<file path="src/hdl/fcr_pkg.sv">
// Shared types and constants for the flow cache row (move-to-front set).
// Request/response payload structs and command codes; no dependencies.
`timescale 1ns / 1ps
`default_nettype none

package fcr_pkg;

   localparam int CMD_W        = 3;
   localparam int FLOW_HASH_W  = 64;
   localparam int INDEX_W      = 3;
   localparam int HANDLE_IN_W  = 16;
   localparam int SLOT_INDEX_W = 3;
   localparam int HANDLE_OUT_W = 16;

   localparam logic [CMD_W-1:0] CMD_FIND_HASH   = 3'd0;
   localparam logic [CMD_W-1:0] CMD_FIND_EMPTY  = 3'd1;
   localparam logic [CMD_W-1:0] CMD_MOVE        = 3'd2;
   localparam logic [CMD_W-1:0] CMD_FIND_VICTIM = 3'd3;
   localparam logic [CMD_W-1:0] CMD_WRITE       = 3'd4;

   typedef struct packed {
      logic [CMD_W-1:0]       cmd;
      logic [FLOW_HASH_W-1:0] flow_hash;
      logic [INDEX_W-1:0]     from_index;
      logic [INDEX_W-1:0]     to_index;
      logic [HANDLE_IN_W-1:0] handle_in;
      logic                   valid_in;
      logic                   pinned_in;
   } req_type;

   typedef struct packed {
      logic                    found;
      logic [SLOT_INDEX_W-1:0] slot_index;
      logic [HANDLE_OUT_W-1:0] handle_out;
   } rsp_type;

endpackage

`default_nettype wire

</file>
<file path="src/hdl/fcr_ram.sv">
// Generic simple dual-port RAM: one write port, one read port, registered read.
// Standalone; no package dependency.
`timescale 1ns / 1ps
`default_nettype none

module fcr_ram #(
   parameter int WIDTH = 8,
   parameter int DEPTH = 8
) (
   input  wire logic                     clock,
   input  wire logic                     wr_en,
   input  wire logic [$clog2(DEPTH)-1:0] wr_addr,
   input  wire logic [WIDTH-1:0]         wr_data,
   input  wire logic [$clog2(DEPTH)-1:0] rd_addr,
   output logic      [WIDTH-1:0]         rd_data
);

   logic [WIDTH-1:0] mem_ff [DEPTH];
   logic [WIDTH-1:0] rd_data_ff;

   always_ff @(posedge clock) begin
      if (wr_en) begin
         mem_ff[wr_addr] <= wr_data;
      end
      rd_data_ff <= mem_ff[rd_addr];
   end

   assign rd_data = rd_data_ff;

endmodule

`default_nettype wire

</file>
<file path="src/hdl/flow_cache_row_mtf.sv">
// One row (set) of a flow cache with move-to-front ordering. The row holds
// ROW_SIZE ordered slots (valid, 64-bit flow hash, record handle, pinned flag);
// hash and handle sit in a small RAM, the per-slot flags in flip-flops that
// reset clears, plus a "written" flag so that a never-written slot reads as
// zero. One request is worked at a time: req_stall is high from the cycle
// after acceptance until the response is loaded into the output register.
// A single slot read port and one 64-bit comparator are stepped over the slots
// by a small sequencer, one slot per cycle. A write, an unused code or a move
// that does nothing goes straight to the response; find hash / find empty /
// find victim visit the slots in turn (at most ROW_SIZE), and a move lifts the
// from_index slot, shifts each slot between it and to_index by one position
// and puts the lifted slot at to_index. While rsp_stall holds an earlier
// response in the output register, the finished request waits in the last
// sequencer state.
// Depends on fcr_pkg and fcr_ram.
`timescale 1ns / 1ps
`default_nettype none

module flow_cache_row_mtf
   import fcr_pkg::*;
#(
   parameter int ROW_SIZE    = 8,
   parameter int HANDLE_BITS = 16
) (
   input  wire logic    clock,
   input  wire logic    reset,
   // request channel
   input  wire logic    req_valid,
   output logic         req_stall,
   input  wire req_type req_data,
   // response channel
   output logic         rsp_valid,
   input  wire logic    rsp_stall,
   output rsp_type      rsp_data
);

   localparam int IDX_W  = $clog2(ROW_SIZE);
   // only the low bits that fit the 16-bit response field are ever seen
   localparam int HDL_W  = (HANDLE_BITS < HANDLE_OUT_W) ? HANDLE_BITS : HANDLE_OUT_W;
   localparam int WORD_W = FLOW_HASH_W + HDL_W;
   localparam logic [IDX_W-1:0] LAST_IDX = IDX_W'(ROW_SIZE - 1);

   typedef enum logic [2:0] {
      ST_IDLE,
      ST_SCAN,
      ST_MV_HOLD,
      ST_MV_SHIFT,
      ST_MV_PUT,
      ST_PUSH
   } state_type;

   // sequencer state
   state_type          state_ff, state_in;
   logic [CMD_W-1:0]   cmd_ff, cmd_in;
   logic [FLOW_HASH_W-1:0] key_ff, key_in;
   logic [IDX_W-1:0]   cur_ff, cur_in;      // slot being worked; during a scan its data is on the RAM output
   logic [IDX_W-1:0]   to_ff, to_in;
   logic               up_ff, up_in;        // move toward higher positions
   // slot lifted out during a move
   logic [WORD_W-1:0]  hold_word_ff, hold_word_in;
   logic               hold_valid_ff, hold_valid_in;
   logic               hold_pinned_ff, hold_pinned_in;
   logic               hold_init_ff, hold_init_in;
   logic [HDL_W-1:0]   victim_hdl_ff, victim_hdl_in;
   // result waiting for the output register, and the output register
   rsp_type            res_ff, res_in;
   rsp_type            rsp_ff, rsp_in;
   logic               rsp_valid_ff, rsp_valid_in;
   // per-slot flags
   logic [ROW_SIZE-1:0] valid_ff, valid_in;
   logic [ROW_SIZE-1:0] pinned_ff, pinned_in;
   logic [ROW_SIZE-1:0] init_ff, init_in;

   // RAM port
   logic               ram_we;
   logic [IDX_W-1:0]   ram_wr_addr;
   logic [WORD_W-1:0]  ram_wr_data;
   logic [IDX_W-1:0]   ram_rd_addr;
   logic [WORD_W-1:0]  ram_rd_data;

   // flag write port
   logic               flag_we;
   logic [IDX_W-1:0]   flag_addr;
   logic               flag_v, flag_p, flag_i;

   logic               accept;
   logic               from_ok, to_ok;
   logic [IDX_W-1:0]   from_w, to_w;
   logic [IDX_W-1:0]   src_idx, nxt_src;
   logic [FLOW_HASH_W-1:0] rd_hash;
   logic [HDL_W-1:0]   rd_hdl;
   logic               hit, last;
   logic [IDX_W-1:0]   scan_nxt;

   fcr_ram #(
      .WIDTH (WORD_W),
      .DEPTH (ROW_SIZE)
   ) u_slot_ram (
      .clock   (clock),
      .wr_en   (ram_we),
      .wr_addr (ram_wr_addr),
      .wr_data (ram_wr_data),
      .rd_addr (ram_rd_addr),
      .rd_data (ram_rd_data)
   );

   assign req_stall = (state_ff != ST_IDLE);
   assign accept    = req_valid && !req_stall;
   assign rsp_valid = rsp_valid_ff;
   assign rsp_data  = rsp_ff;

   assign from_ok = int'(req_data.from_index) < ROW_SIZE;
   assign to_ok   = int'(req_data.to_index) < ROW_SIZE;
   assign from_w  = IDX_W'(req_data.from_index);
   assign to_w    = IDX_W'(req_data.to_index);

   // neighbor that shifts into the current position during a move
   assign src_idx = up_ff ? cur_ff + 1'b1 : cur_ff - 1'b1;
   assign nxt_src = up_ff ? src_idx + 1'b1 : src_idx - 1'b1;

   // never-written slots read as zero
   assign rd_hash = init_ff[cur_ff] ? ram_rd_data[WORD_W-1 -: FLOW_HASH_W] : '0;
   assign rd_hdl  = init_ff[cur_ff] ? ram_rd_data[HDL_W-1:0] : '0;

   // the shared comparator: one slot per cycle
   always_comb begin
      unique case (cmd_ff)
         CMD_FIND_HASH:  hit = valid_ff[cur_ff] && (rd_hash == key_ff);
         CMD_FIND_EMPTY: hit = !valid_ff[cur_ff];
         default:        hit = !pinned_ff[cur_ff];
      endcase
   end

   // victim search walks down from the last slot, the others walk up
   assign last     = (cmd_ff == CMD_FIND_VICTIM) ? (cur_ff == '0) : (cur_ff == LAST_IDX);
   assign scan_nxt = (cmd_ff == CMD_FIND_VICTIM) ? cur_ff - 1'b1 : cur_ff + 1'b1;

   always_comb begin
      state_in       = state_ff;
      cmd_in         = cmd_ff;
      key_in         = key_ff;
      cur_in         = cur_ff;
      to_in          = to_ff;
      up_in          = up_ff;
      hold_word_in   = hold_word_ff;
      hold_valid_in  = hold_valid_ff;
      hold_pinned_in = hold_pinned_ff;
      hold_init_in   = hold_init_ff;
      victim_hdl_in  = victim_hdl_ff;
      res_in         = res_ff;
      rsp_in         = rsp_ff;
      rsp_valid_in   = rsp_valid_ff;

      ram_we      = 1'b0;
      ram_wr_addr = cur_ff;
      ram_wr_data = ram_rd_data;
      ram_rd_addr = cur_ff;

      flag_we   = 1'b0;
      flag_addr = cur_ff;
      flag_v    = 1'b0;
      flag_p    = 1'b0;
      flag_i    = 1'b0;

      if (rsp_valid_ff && !rsp_stall) begin
         rsp_valid_in = 1'b0;
      end

      unique case (state_ff)
         ST_IDLE: begin
            if (accept) begin
               cmd_in = req_data.cmd;
               key_in = req_data.flow_hash;
               res_in = '{found: 1'b1, slot_index: '0, handle_out: '0};
               unique case (req_data.cmd)
                  CMD_FIND_HASH, CMD_FIND_EMPTY: begin
                     cur_in      = '0;
                     ram_rd_addr = '0;
                     state_in    = ST_SCAN;
                  end
                  CMD_FIND_VICTIM: begin
                     cur_in      = LAST_IDX;
                     ram_rd_addr = LAST_IDX;
                     state_in    = ST_SCAN;
                  end
                  CMD_MOVE: begin
                     if (from_ok && to_ok && (req_data.from_index != req_data.to_index)) begin
                        cur_in      = from_w;
                        to_in       = to_w;
                        up_in       = req_data.from_index < req_data.to_index;
                        ram_rd_addr = from_w;
                        state_in    = ST_MV_HOLD;
                     end else begin
                        state_in = ST_PUSH;
                     end
                  end
                  CMD_WRITE: begin
                     if (from_ok) begin
                        ram_we      = 1'b1;
                        ram_wr_addr = from_w;
                        ram_wr_data = {req_data.flow_hash, req_data.handle_in[HDL_W-1:0]};
                        flag_we     = 1'b1;
                        flag_addr   = from_w;
                        flag_v      = req_data.valid_in;
                        flag_p      = req_data.pinned_in;
                        flag_i      = 1'b1;
                     end
                     state_in = ST_PUSH;
                  end
                  default: begin
                     res_in   = '{found: 1'b0, slot_index: '0, handle_out: '0};
                     state_in = ST_PUSH;
                  end
               endcase
            end
         end

         ST_SCAN: begin
            if (cur_ff == LAST_IDX) begin
               victim_hdl_in = rd_hdl;
            end
            if (hit) begin
               res_in = '{found: 1'b1, slot_index: SLOT_INDEX_W'(cur_ff),
                          handle_out: HANDLE_OUT_W'(rd_hdl)};
               state_in = ST_PUSH;
            end else if (last) begin
               if (cmd_ff == CMD_FIND_VICTIM) begin
                  // every slot pinned: the last slot goes
                  res_in = '{found: 1'b1, slot_index: SLOT_INDEX_W'(LAST_IDX),
                             handle_out: HANDLE_OUT_W'(victim_hdl_ff)};
               end else begin
                  res_in = '{found: 1'b0, slot_index: '0, handle_out: '0};
               end
               state_in = ST_PUSH;
            end else begin
               cur_in      = scan_nxt;
               ram_rd_addr = scan_nxt;
            end
         end

         ST_MV_HOLD: begin
            hold_word_in   = ram_rd_data;
            hold_valid_in  = valid_ff[cur_ff];
            hold_pinned_in = pinned_ff[cur_ff];
            hold_init_in   = init_ff[cur_ff];
            ram_rd_addr    = src_idx;
            state_in       = ST_MV_SHIFT;
         end

         ST_MV_SHIFT: begin
            // neighbor's data is on the RAM output; copy it into cur
            ram_we      = 1'b1;
            ram_wr_addr = cur_ff;
            ram_wr_data = ram_rd_data;
            flag_we     = 1'b1;
            flag_addr   = cur_ff;
            flag_v      = valid_ff[src_idx];
            flag_p      = pinned_ff[src_idx];
            flag_i      = init_ff[src_idx];
            cur_in      = src_idx;
            if (src_idx == to_ff) begin
               state_in = ST_MV_PUT;
            end else begin
               ram_rd_addr = nxt_src;
            end
         end

         ST_MV_PUT: begin
            ram_we      = 1'b1;
            ram_wr_addr = to_ff;
            ram_wr_data = hold_word_ff;
            flag_we     = 1'b1;
            flag_addr   = to_ff;
            flag_v      = hold_valid_ff;
            flag_p      = hold_pinned_ff;
            flag_i      = hold_init_ff;
            state_in    = ST_PUSH;
         end

         ST_PUSH: begin
            if (!rsp_valid_ff || !rsp_stall) begin
               rsp_in       = res_ff;
               rsp_valid_in = 1'b1;
               state_in     = ST_IDLE;
            end
         end

         default: begin
            state_in = ST_IDLE;
         end
      endcase

      valid_in  = valid_ff;
      pinned_in = pinned_ff;
      init_in   = init_ff;
      if (flag_we) begin
         valid_in[flag_addr]  = flag_v;
         pinned_in[flag_addr] = flag_p;
         init_in[flag_addr]   = flag_i;
      end
   end

   always_ff @(posedge clock) begin
      cmd_ff         <= cmd_in;
      key_ff         <= key_in;
      cur_ff         <= cur_in;
      to_ff          <= to_in;
      up_ff          <= up_in;
      hold_word_ff   <= hold_word_in;
      hold_valid_ff  <= hold_valid_in;
      hold_pinned_ff <= hold_pinned_in;
      hold_init_ff   <= hold_init_in;
      victim_hdl_ff  <= victim_hdl_in;
      res_ff         <= res_in;
      rsp_ff         <= rsp_in;
      if (reset) begin
         state_ff     <= ST_IDLE;
         rsp_valid_ff <= 1'b0;
         valid_ff     <= '0;
         pinned_ff    <= '0;
         init_ff      <= '0;
      end else begin
         state_ff     <= state_in;
         rsp_valid_ff <= rsp_valid_in;
         valid_ff     <= valid_in;
         pinned_ff    <= pinned_in;
         init_ff      <= init_in;
      end
   end

endmodule

`default_nettype wire
</file>
<file path="config.mk">
export PLATFORM = sky130hd
export DESIGN_NAME = flow_cache_row_mtf
export DESIGN_NICKNAME = d
export VERILOG_FILES = /design/src/hdl/fcr_pkg.sv /design/src/hdl/fcr_ram.sv /design/src/hdl/flow_cache_row_mtf.sv
export SDC_FILE = /design/constraint.sdc
export NUM_CORES = 1
export LEC_CHECK = 0
export BUFFER_PORTS_ARGS = -buffer_cell sky130_fd_sc_hd__buf_2
export CORE_ASPECT_RATIO = 0.8
export CORE_MARGIN = 10
export CORE_UTILIZATION = 45
export CTS_CLUSTER_SIZE = 40
export DETAILED_ROUTE_END_ITERATION = 10
export GPL_TIMING_DRIVEN = 1
export HOLD_SLACK_MARGIN = 0.05
export PLACE_DENSITY = 0.68
export RECOVER_POWER = 25
export SLEW_MARGIN = 20
export SYNTH_ARGS = -nofsm -noshare
export SYNTH_HDL_FRONTEND = slang
export SYNTH_HIERARCHICAL = 1
export SYNTH_SLANG_ARGS = --single-unit
</file>
<file path="constraint.sdc">
create_clock -name clock -period 13.15 [get_ports clock]
set_clock_uncertainty 0.1 [all_clocks]
set_input_delay 0.6575 -clock clock [delete_from_list [all_inputs] [get_ports clock]]
set_output_delay 0.6575 -clock clock [all_outputs]
set_load 0.02 [all_outputs]
</file>
Yosys cells after proc, flatten, opt, wreduce, memory -nomap -nowiden

Memory sizes are Yosys's and may differ from the RTL's. A register that Yosys moved wholly into a read port is not among the register bits.
Index checks and enable logic that the tools add are counted.

Add/sub/neg operators: 4
Multipliers: 0
Div/mod/pow operators: 0
$lt $le $gt $ge: 5
Eq/ne operators: 19
Shifts and indexed selects: 0
Mux-type cells: 67
Bitwise logic cells: 0
Reduce and logical (&&, ||, !) cells: 27

Operators by type and width:

| cell                | number |
|---|---|
| $mux 80             | 2 |
| $pmux 80 s2         | 1 |
| $mux 20             | 5 |
| $eq 64x64->1        | 1 |
| $mux 64             | 1 |
| $mux 3              | 16 |
| $pmux 20 s2         | 1 |
| $bwmux 8            | 3 |
| $mux 1              | 19 |
| $bmux 1 s3          | 6 |
| $pmux 3 s3          | 2 |
| $pmux 3 s6          | 1 |
| $mux 16             | 1 |
| $eq 3x2->1 const B  | 5 |
| $eq 3x3->1 const B  | 4 |
| $logic_not 3->1     | 4 |
| $lt 3x4->1 const B  | 3 |
| $pmux 3 s2          | 2 |
| $pmux 3 s4          | 1 |
| $eq 3x1->1 const B  | 3 |
| $pmux 1 s3          | 3 |
| $reduce_and 4->1    | 2 |
| $add 3x1->3 const B | 2 |
| $ne 2x2->1 const B  | 3 |
| 18 further kinds    | 31 |

Flip-flop bits (word level): 241
Bits in latches: 0
Memory bits (writable): 640
Memory bits (read-only): 0
Input port bits: 95
Word-level logic and storage cells: 144
Memories kept: 1

Memories:

| name              | words | bits a word | read ports | clocked after Yosys merged registers in | write ports | RTL line      | RTL |
|---|---|---|---|---|---|---|---|
| u_slot_ram.mem_ff | 8     | 80          | 1          | 1                                       | 1           | fcr_ram.sv:18 | `logic [WIDTH-1:0] mem_ff [DEPTH];` |

Longest topological paths before layout

Depth after elaboration: 10
Gate-level depth with buffers: 17
Mapped depth without buffers: 13

By module

The synthesis kept the hierarchy.

Modules (own cells, without submodules):

| module             | instances | cells each | area an instance (µm²) | sequential area each (µm²) |
|---|---|---|---|---|
| fcr_ram            | 1         | 1018       | 25654.6                | 20820.0 |
| flow_cache_row_mtf | 1         | 1143       | 12299.3                | 6956.7 |

Least setup slack after synthesis

Ideal clock, no wire load.

Path kind: flip-flop to flip-flop
From: register state_ff[0]
To: memory u_slot_ram/mem_ff[0][0] in the netlist's numbering, enable pin
Arrival time: 9.469 ns
Data required time: 12.434 ns
Path slack: 2.964 ns
Stages on the path, launching flop included: 9
Buffers on the path: 1
Period minus slack after synthesis: 10.186 ns
Cell sequence: dfxtp_1 -> nor2_1 -> and3_1 -> clkbuf_1 -> nand3_1 -> nand2_1 -> a31oi_1 -> nand2b_1 -> nor3_1

Elaborated cells on any way between the ends: 13
Those cells by class: eq/ne (2); mux (6); reduce/logical (5)

RTL lines:

| what                     | RTL line                  | RTL |
|---|---|---|
| start: declaration       | flow_cache_row_mtf.sv:53  | `state_type state_ff, state_in;` |
| start signal: assignment | flow_cache_row_mtf.sv:323 | `state_ff <= state_in;` |
| $reduce_bool 3->1        | flow_cache_row_mtf.sv:107 | `assign req_stall = (state_ff != ST_IDLE);` |
| $logic_not 1->1          | flow_cache_row_mtf.sv:108 | `assign accept = req_valid && !req_stall;` |
| $logic_and 1x1->1        | flow_cache_row_mtf.sv:108 |  |
| $mux 3                   | n/a                       |  |
| $pmux 3 s2 (*)           | n/a                       |  |
| net flag_addr[2]         | flow_cache_row_mtf.sv:83  | `logic [IDX_W-1:0] flag_addr;` |
| end: declaration         | fcr_ram.sv:18             |  |

Mark *: on every way through the listed nets, which the timed path passes. The rest lies on a longest branch.

Worst setup path after layout

From: register cur_ff[0]
To: register u_slot_ram.rd_data_ff[53], in the netlist u_slot_ram/rd_data[53] (read register of u_slot_ram.mem_ff)

Word-level cells in the longest chain between the ends: 8
Elaborated cells on any way between the ends: 30
Those cells by class: add/sub (4); eq/ne (3); mux (19); reduce/logical (4)

RTL lines:

| what                         | RTL line                  | RTL |
|---|---|---|
| start: declaration           | flow_cache_row_mtf.sv:56  | `logic [IDX_W-1:0] cur_ff, cur_in;` |
| start signal: assignment     | flow_cache_row_mtf.sv:306 | `cur_ff <= cur_in;` |
| $bmux 1 s3                   | flow_cache_row_mtf.sv:122 | `assign rd_hash = init_ff[cur_ff] ? ram_rd_data[WORD_W-1 -: FLOW_HASH_W] : '0;` |
| $mux 1 (implied by the code) | flow_cache_row_mtf.sv:122 |  |
| $mux 64                      | flow_cache_row_mtf.sv:122 |  |
| $eq 64x64->1                 | flow_cache_row_mtf.sv:128 | `CMD_FIND_HASH: hit = valid_ff[cur_ff] && (rd_hash == key_ff);` |
| $logic_and 1x1->1            | flow_cache_row_mtf.sv:128 |  |
| $pmux 1 s2                   | flow_cache_row_mtf.sv:127 | `unique case (cmd_ff)` |
| $mux 3                       | n/a                       |  |
| $pmux 3 s4 (*)               | flow_cache_row_mtf.sv:169 | `unique case (state_ff)` |
| net ram_rd_addr[0]           | flow_cache_row_mtf.sv:78  | `logic [IDX_W-1:0] ram_rd_addr;` |
| end: declaration             | fcr_ram.sv:19             | `logic [WIDTH-1:0] rd_data_ff;` |

Mark *: on every way through the listed nets, which the timed path passes. The rest lies on a longest branch. The select of a mux whose other input is x is not followed.
A chain may end at the register's enable or synchronous reset.

==> reports/summary.md <==
The number of cells traversed by the worst hold path came out at 1. Counting I/O delays and the setup requirement, the final critical path takes 9.74 ns. The overall fraction of global-route tracks in use came out at 0.195. Most common flop cell mapped by yosys: sky130_fd_sc_hd__edfxtp_1. Clock-pin slew was measured on the worst setup and hold paths at 0.07 ns. Traced cell by cell, the critical path runs through mux2_1 > o22a_2 > clkbuf_1 > nand2_1 > o21ai_0 > or4b_1 > nor4_4 > a21oi_1 > mux2_1 > o311ai_4 > buf_12 > buf_4 > mux4_2 > mux2_2. The critical path contains buffers and inverters numbering 3 combined. TritonCTS built the clock tree. The mean instance size in the synthesized netlist was 17.6 sq um. The kind of critical path is flop to flop. For the vias after detailed routing, the log shows 21300. In this run the cell area of the synthesized design comes to 0.0380 sq mm. For the cell leakage power, the log shows 13.7 nW. Global routing finished with a remaining overflow of 0.

The tool flagged a number of max-cap violations equal to 8. The post-route DRC violation count is 0, and the number of buffer cells added on primary ports is 116. The count of cell types in the netlist was 75; the ratio of total power to cell area was 232 mW/mm^2.

Critical path's slowest cell: sky130_fd_sc_hd__clkbuf_1. Clock tree synthesis found a total of 961 sinks. No sink is reached through more buffers than the 3 on the longest clock path. Detailed placement ended at an HPWL of 55100 um.

Compared with the post-synthesis result, the final layout area differs by 11.8%. Row generation in the floorplan step produced 95 rows. The number of buffers created by CTS came out at 86. The die covers 0.0964 sq mm. Sum of negative setup slack: 0 ns. The maximum fanout along the worst path was 52. Broken down by cell family, the worst path's largest delay share belongs to buffers and inverters. STA classifies the critical path endpoint as a flop. Clock latency on the worst-skew pair, taken at its later pin, is 0.65 ns. Setup repair after global routing left no endpoint under its margin. For the worst setup path, the data required time is 13.58 ns. The worst setup path is launched from a flop.

At the end of routability-driven placement, the weighted congestion stood at 0.866. The number of instances in the synthesized netlist was 2161. The average wire per standard cell was 27.5 um; the worst-case reg-to-reg path depth was 14. After detailed routing, the number of vias per cell comes to 6.14.

After the last flow step, the layout net total stands at 2381. The logs give 0.732 for the sequential cell area fraction in the yosys report and 103 MHz for the achievable clock frequency. The flow ran to the end, but the final reports show violations. In this run, synthesis inferred 853 flip-flops with an integrated enable. The layout has 6772 filler cells.

Setup violations remaining at the end of the flow were counted as 0. The run gives 4 as the number of antenna violations at the first check in global routing. At the worst endpoint, the arrival time is 10.17 ns.

The H-tree was split into 3 levels. The wire length of the first global-routing pass was 141000 um; the actual transition at the worst max-transition pin was 4.52 ns. For the core outline area, the log shows 0.0838 sq mm. The total setup buffers inserted after CTS was 0; the die outline width was 345 um. 117 I/O pins were placed.

The final layout contains routed wiring with a total length of 95300 um. The cell repeated most along the worst path is sky130_fd_sc_hd__mux2_1. Entering global routing, the biggest net connects 114 pins. The share of layout cells above drive strength 1 came out at 0.198. The tools report the buffer type at the clock tree root as sky130_fd_sc_hd__clkbuf_16. Quantity of gates resized following cts: 0. Once detail routing completed, the nets flagged for antenna violations numbered 0.

The proportion of register bits with asynchronous set or reset after synthesis was 0; the hold buffer count at CTS was 0. In this run, the number of DRC markers left after iteration 0 of detailed routing was 2568. The worst relative slew slack was -2.01. Across all hold checks on the routed design, the worst slack comes to 0.114 ns. The number of global-route vias before repair came out at 21200. The final clock period utilization by the worst path is 0.741. The run gives 0 as the number of hold violations in the final report.

Counting flops and latches in the post-synthesis netlist gives 961. The tools report the final max-slew violation count as 356. The die is 280 um tall.

The checks that failed: max-capacitance violations, max-slew violations. The first detailed-routing pass ran for 7 iterations. The longest individual stage delay on the worst path is 1.80 ns, and the total number of cells along the worst setup path is 14. The path class of the tightest hold or removal check is primary input to flop. The Yosys step of the flow raised 6 warnings. The logs give 0.453 for the initial core utilization and 143 uV for the maximum ir drop on the vdd rail. The run gives 9.82 mW as the total power.

Synthesis produced a netlist with a net count of 2264.
flip-flops by register name, indices dropped and copies added, names as in the netlist:
signal and count:
u_slot_ram/mem_ff 640, hold_word_ff 80, u_slot_ram/rd_data 80, key_ff 64, res_ff 20, rsp_data 20, victim_hdl_ff 16, init_ff 8
pinned_ff 8, valid_ff 8, cmd_ff 3, cur_ff 3, state_ff 3, to_ff 3, hold_init_ff 1, hold_pinned_ff 1
hold_valid_ff 1, rsp_valid 1, up_ff 1
power breakdown:
part           internal, mW  switching, mW  leakage (nW)
sequential             4.15          0.328          8.66
clock                  1.41           1.09          1.37
combinational          1.19           1.64          3.68
total                  6.76           3.07          13.7
cell families (layout without fill, tap and decap cells):
kind of cell    after synthesis  in the layout  share of synthesized area
buf+inv                     163            350                     0.0200
simple gates                391            391                     0.0468
compound gates              322            322                     0.0574
xor+xnor                     30             30                    0.00692
mux                         286            286                      0.134
other cells                   0              1                          0
flops                       961            961                      0.732
fa+ha+maj                     8              8                    0.00264
cell usage after synthesis (all sizes together) (4+ instances only):
master / count / area share
o21ai: 21 / 0.0028
xnor2: 20 / 0.0046
nand3: 23 / 0.0030
nand2b: 8 / 0.0013
nor2b: 14 / 0.0023
xor2: 10 / 0.0023
or3: 5 / 0.00082
buf: 46 / 0.0084
nor4: 7 / 0.0015
a31oi: 105 / 0.017
o31ai: 5 / 0.00099
mux2i: 31 / 0.0082
a22o: 18 / 0.0042
o22ai: 87 / 0.014
nand2: 201 / 0.020
nand4: 6 / 0.00099
nor3: 22 / 0.0033
a32oi: 4 / 0.00092
a2111oi: 10 / 0.0025
dfxtp: 108 / 0.057
edfxtp: 853 / 0.67
o32ai: 5 / 0.0012
nor2: 67 / 0.0066
mux2: 85 / 0.025
inv: 37 / 0.0037
and3: 24 / 0.0040
ha: 8 / 0.0026
nor3b: 4 / 0.00079
a21oi: 25 / 0.0034
clkbuf: 78 / 0.0077
mux4: 170 / 0.10
final timing paths:
check	start	endpoint	slack, ns
worst max-delay path	cur_ff[0]	u_slot_ram/rd_data[53]	3.41
worst min-delay path	req_data[19]	to_ff[1]	0.11
worst max register to register	cur_ff[0]	u_slot_ram/rd_data[53]	3.41
worst min register to register	res_ff[16]	rsp_data[16]	0.32
layer usage:
layer	GRT usage	wire length, um	part of all wire	up-vias
met5	0	0	0	-
met4	0.0494	1960	0.021	0
met3	0.0480	11100	0.12	148
met2	0.287	42200	0.44	1187
met1	0.287	40000	0.42	11000
li1	-	-	-	8913
cell type report:
cell class	instances	area, sq um	area share
Multi-Input combinational cell	1037	9540	0.225
Clock inverter	40	405	0.00955
Antenna cell	1	2.50	0.0000590
Sequential cell	961	27800	0.655
Clock buffer	118	2380	0.0562
Inverter	39	148	0.00348
Timing Repair Buffer	153	782	0.0184
Tap cell	1115	1400	0.0329
through the flow:
step           worst slack, ns  std cells  instance area, sq um  utilization
2_1_floorplan             2.96       2161                 38000            -
3_3_place_gp              5.09       3303                 39700        0.474
3_5_place_dp              4.97       3303                 39700        0.474
4_1_cts                   4.97       3461                 42500        0.508
5_1_grt                   3.14       3463                 42400        0.506
6_report                  3.41       3464                 42400        0.506
placed cells by master (no fill, tap or decap), types with 60 or more instances in the layout:
| master | count |
|---|---|
| sky130_fd_sc_hd__edfxtp_1 | 853 |
| sky130_fd_sc_hd__nand2_1 | 200 |
| sky130_fd_sc_hd__mux4_2 | 170 |
| sky130_fd_sc_hd__clkbuf_1 | 118 |
| sky130_fd_sc_hd__dfxtp_1 | 108 |
| sky130_fd_sc_hd__a31oi_1 | 105 |
| sky130_fd_sc_hd__clkbuf_16 | 88 |
| sky130_fd_sc_hd__o22ai_1 | 87 |
| sky130_fd_sc_hd__mux2_2 | 80 |
| sky130_fd_sc_hd__nor2_1 | 60 |
(Power assumes the default switching activity.)
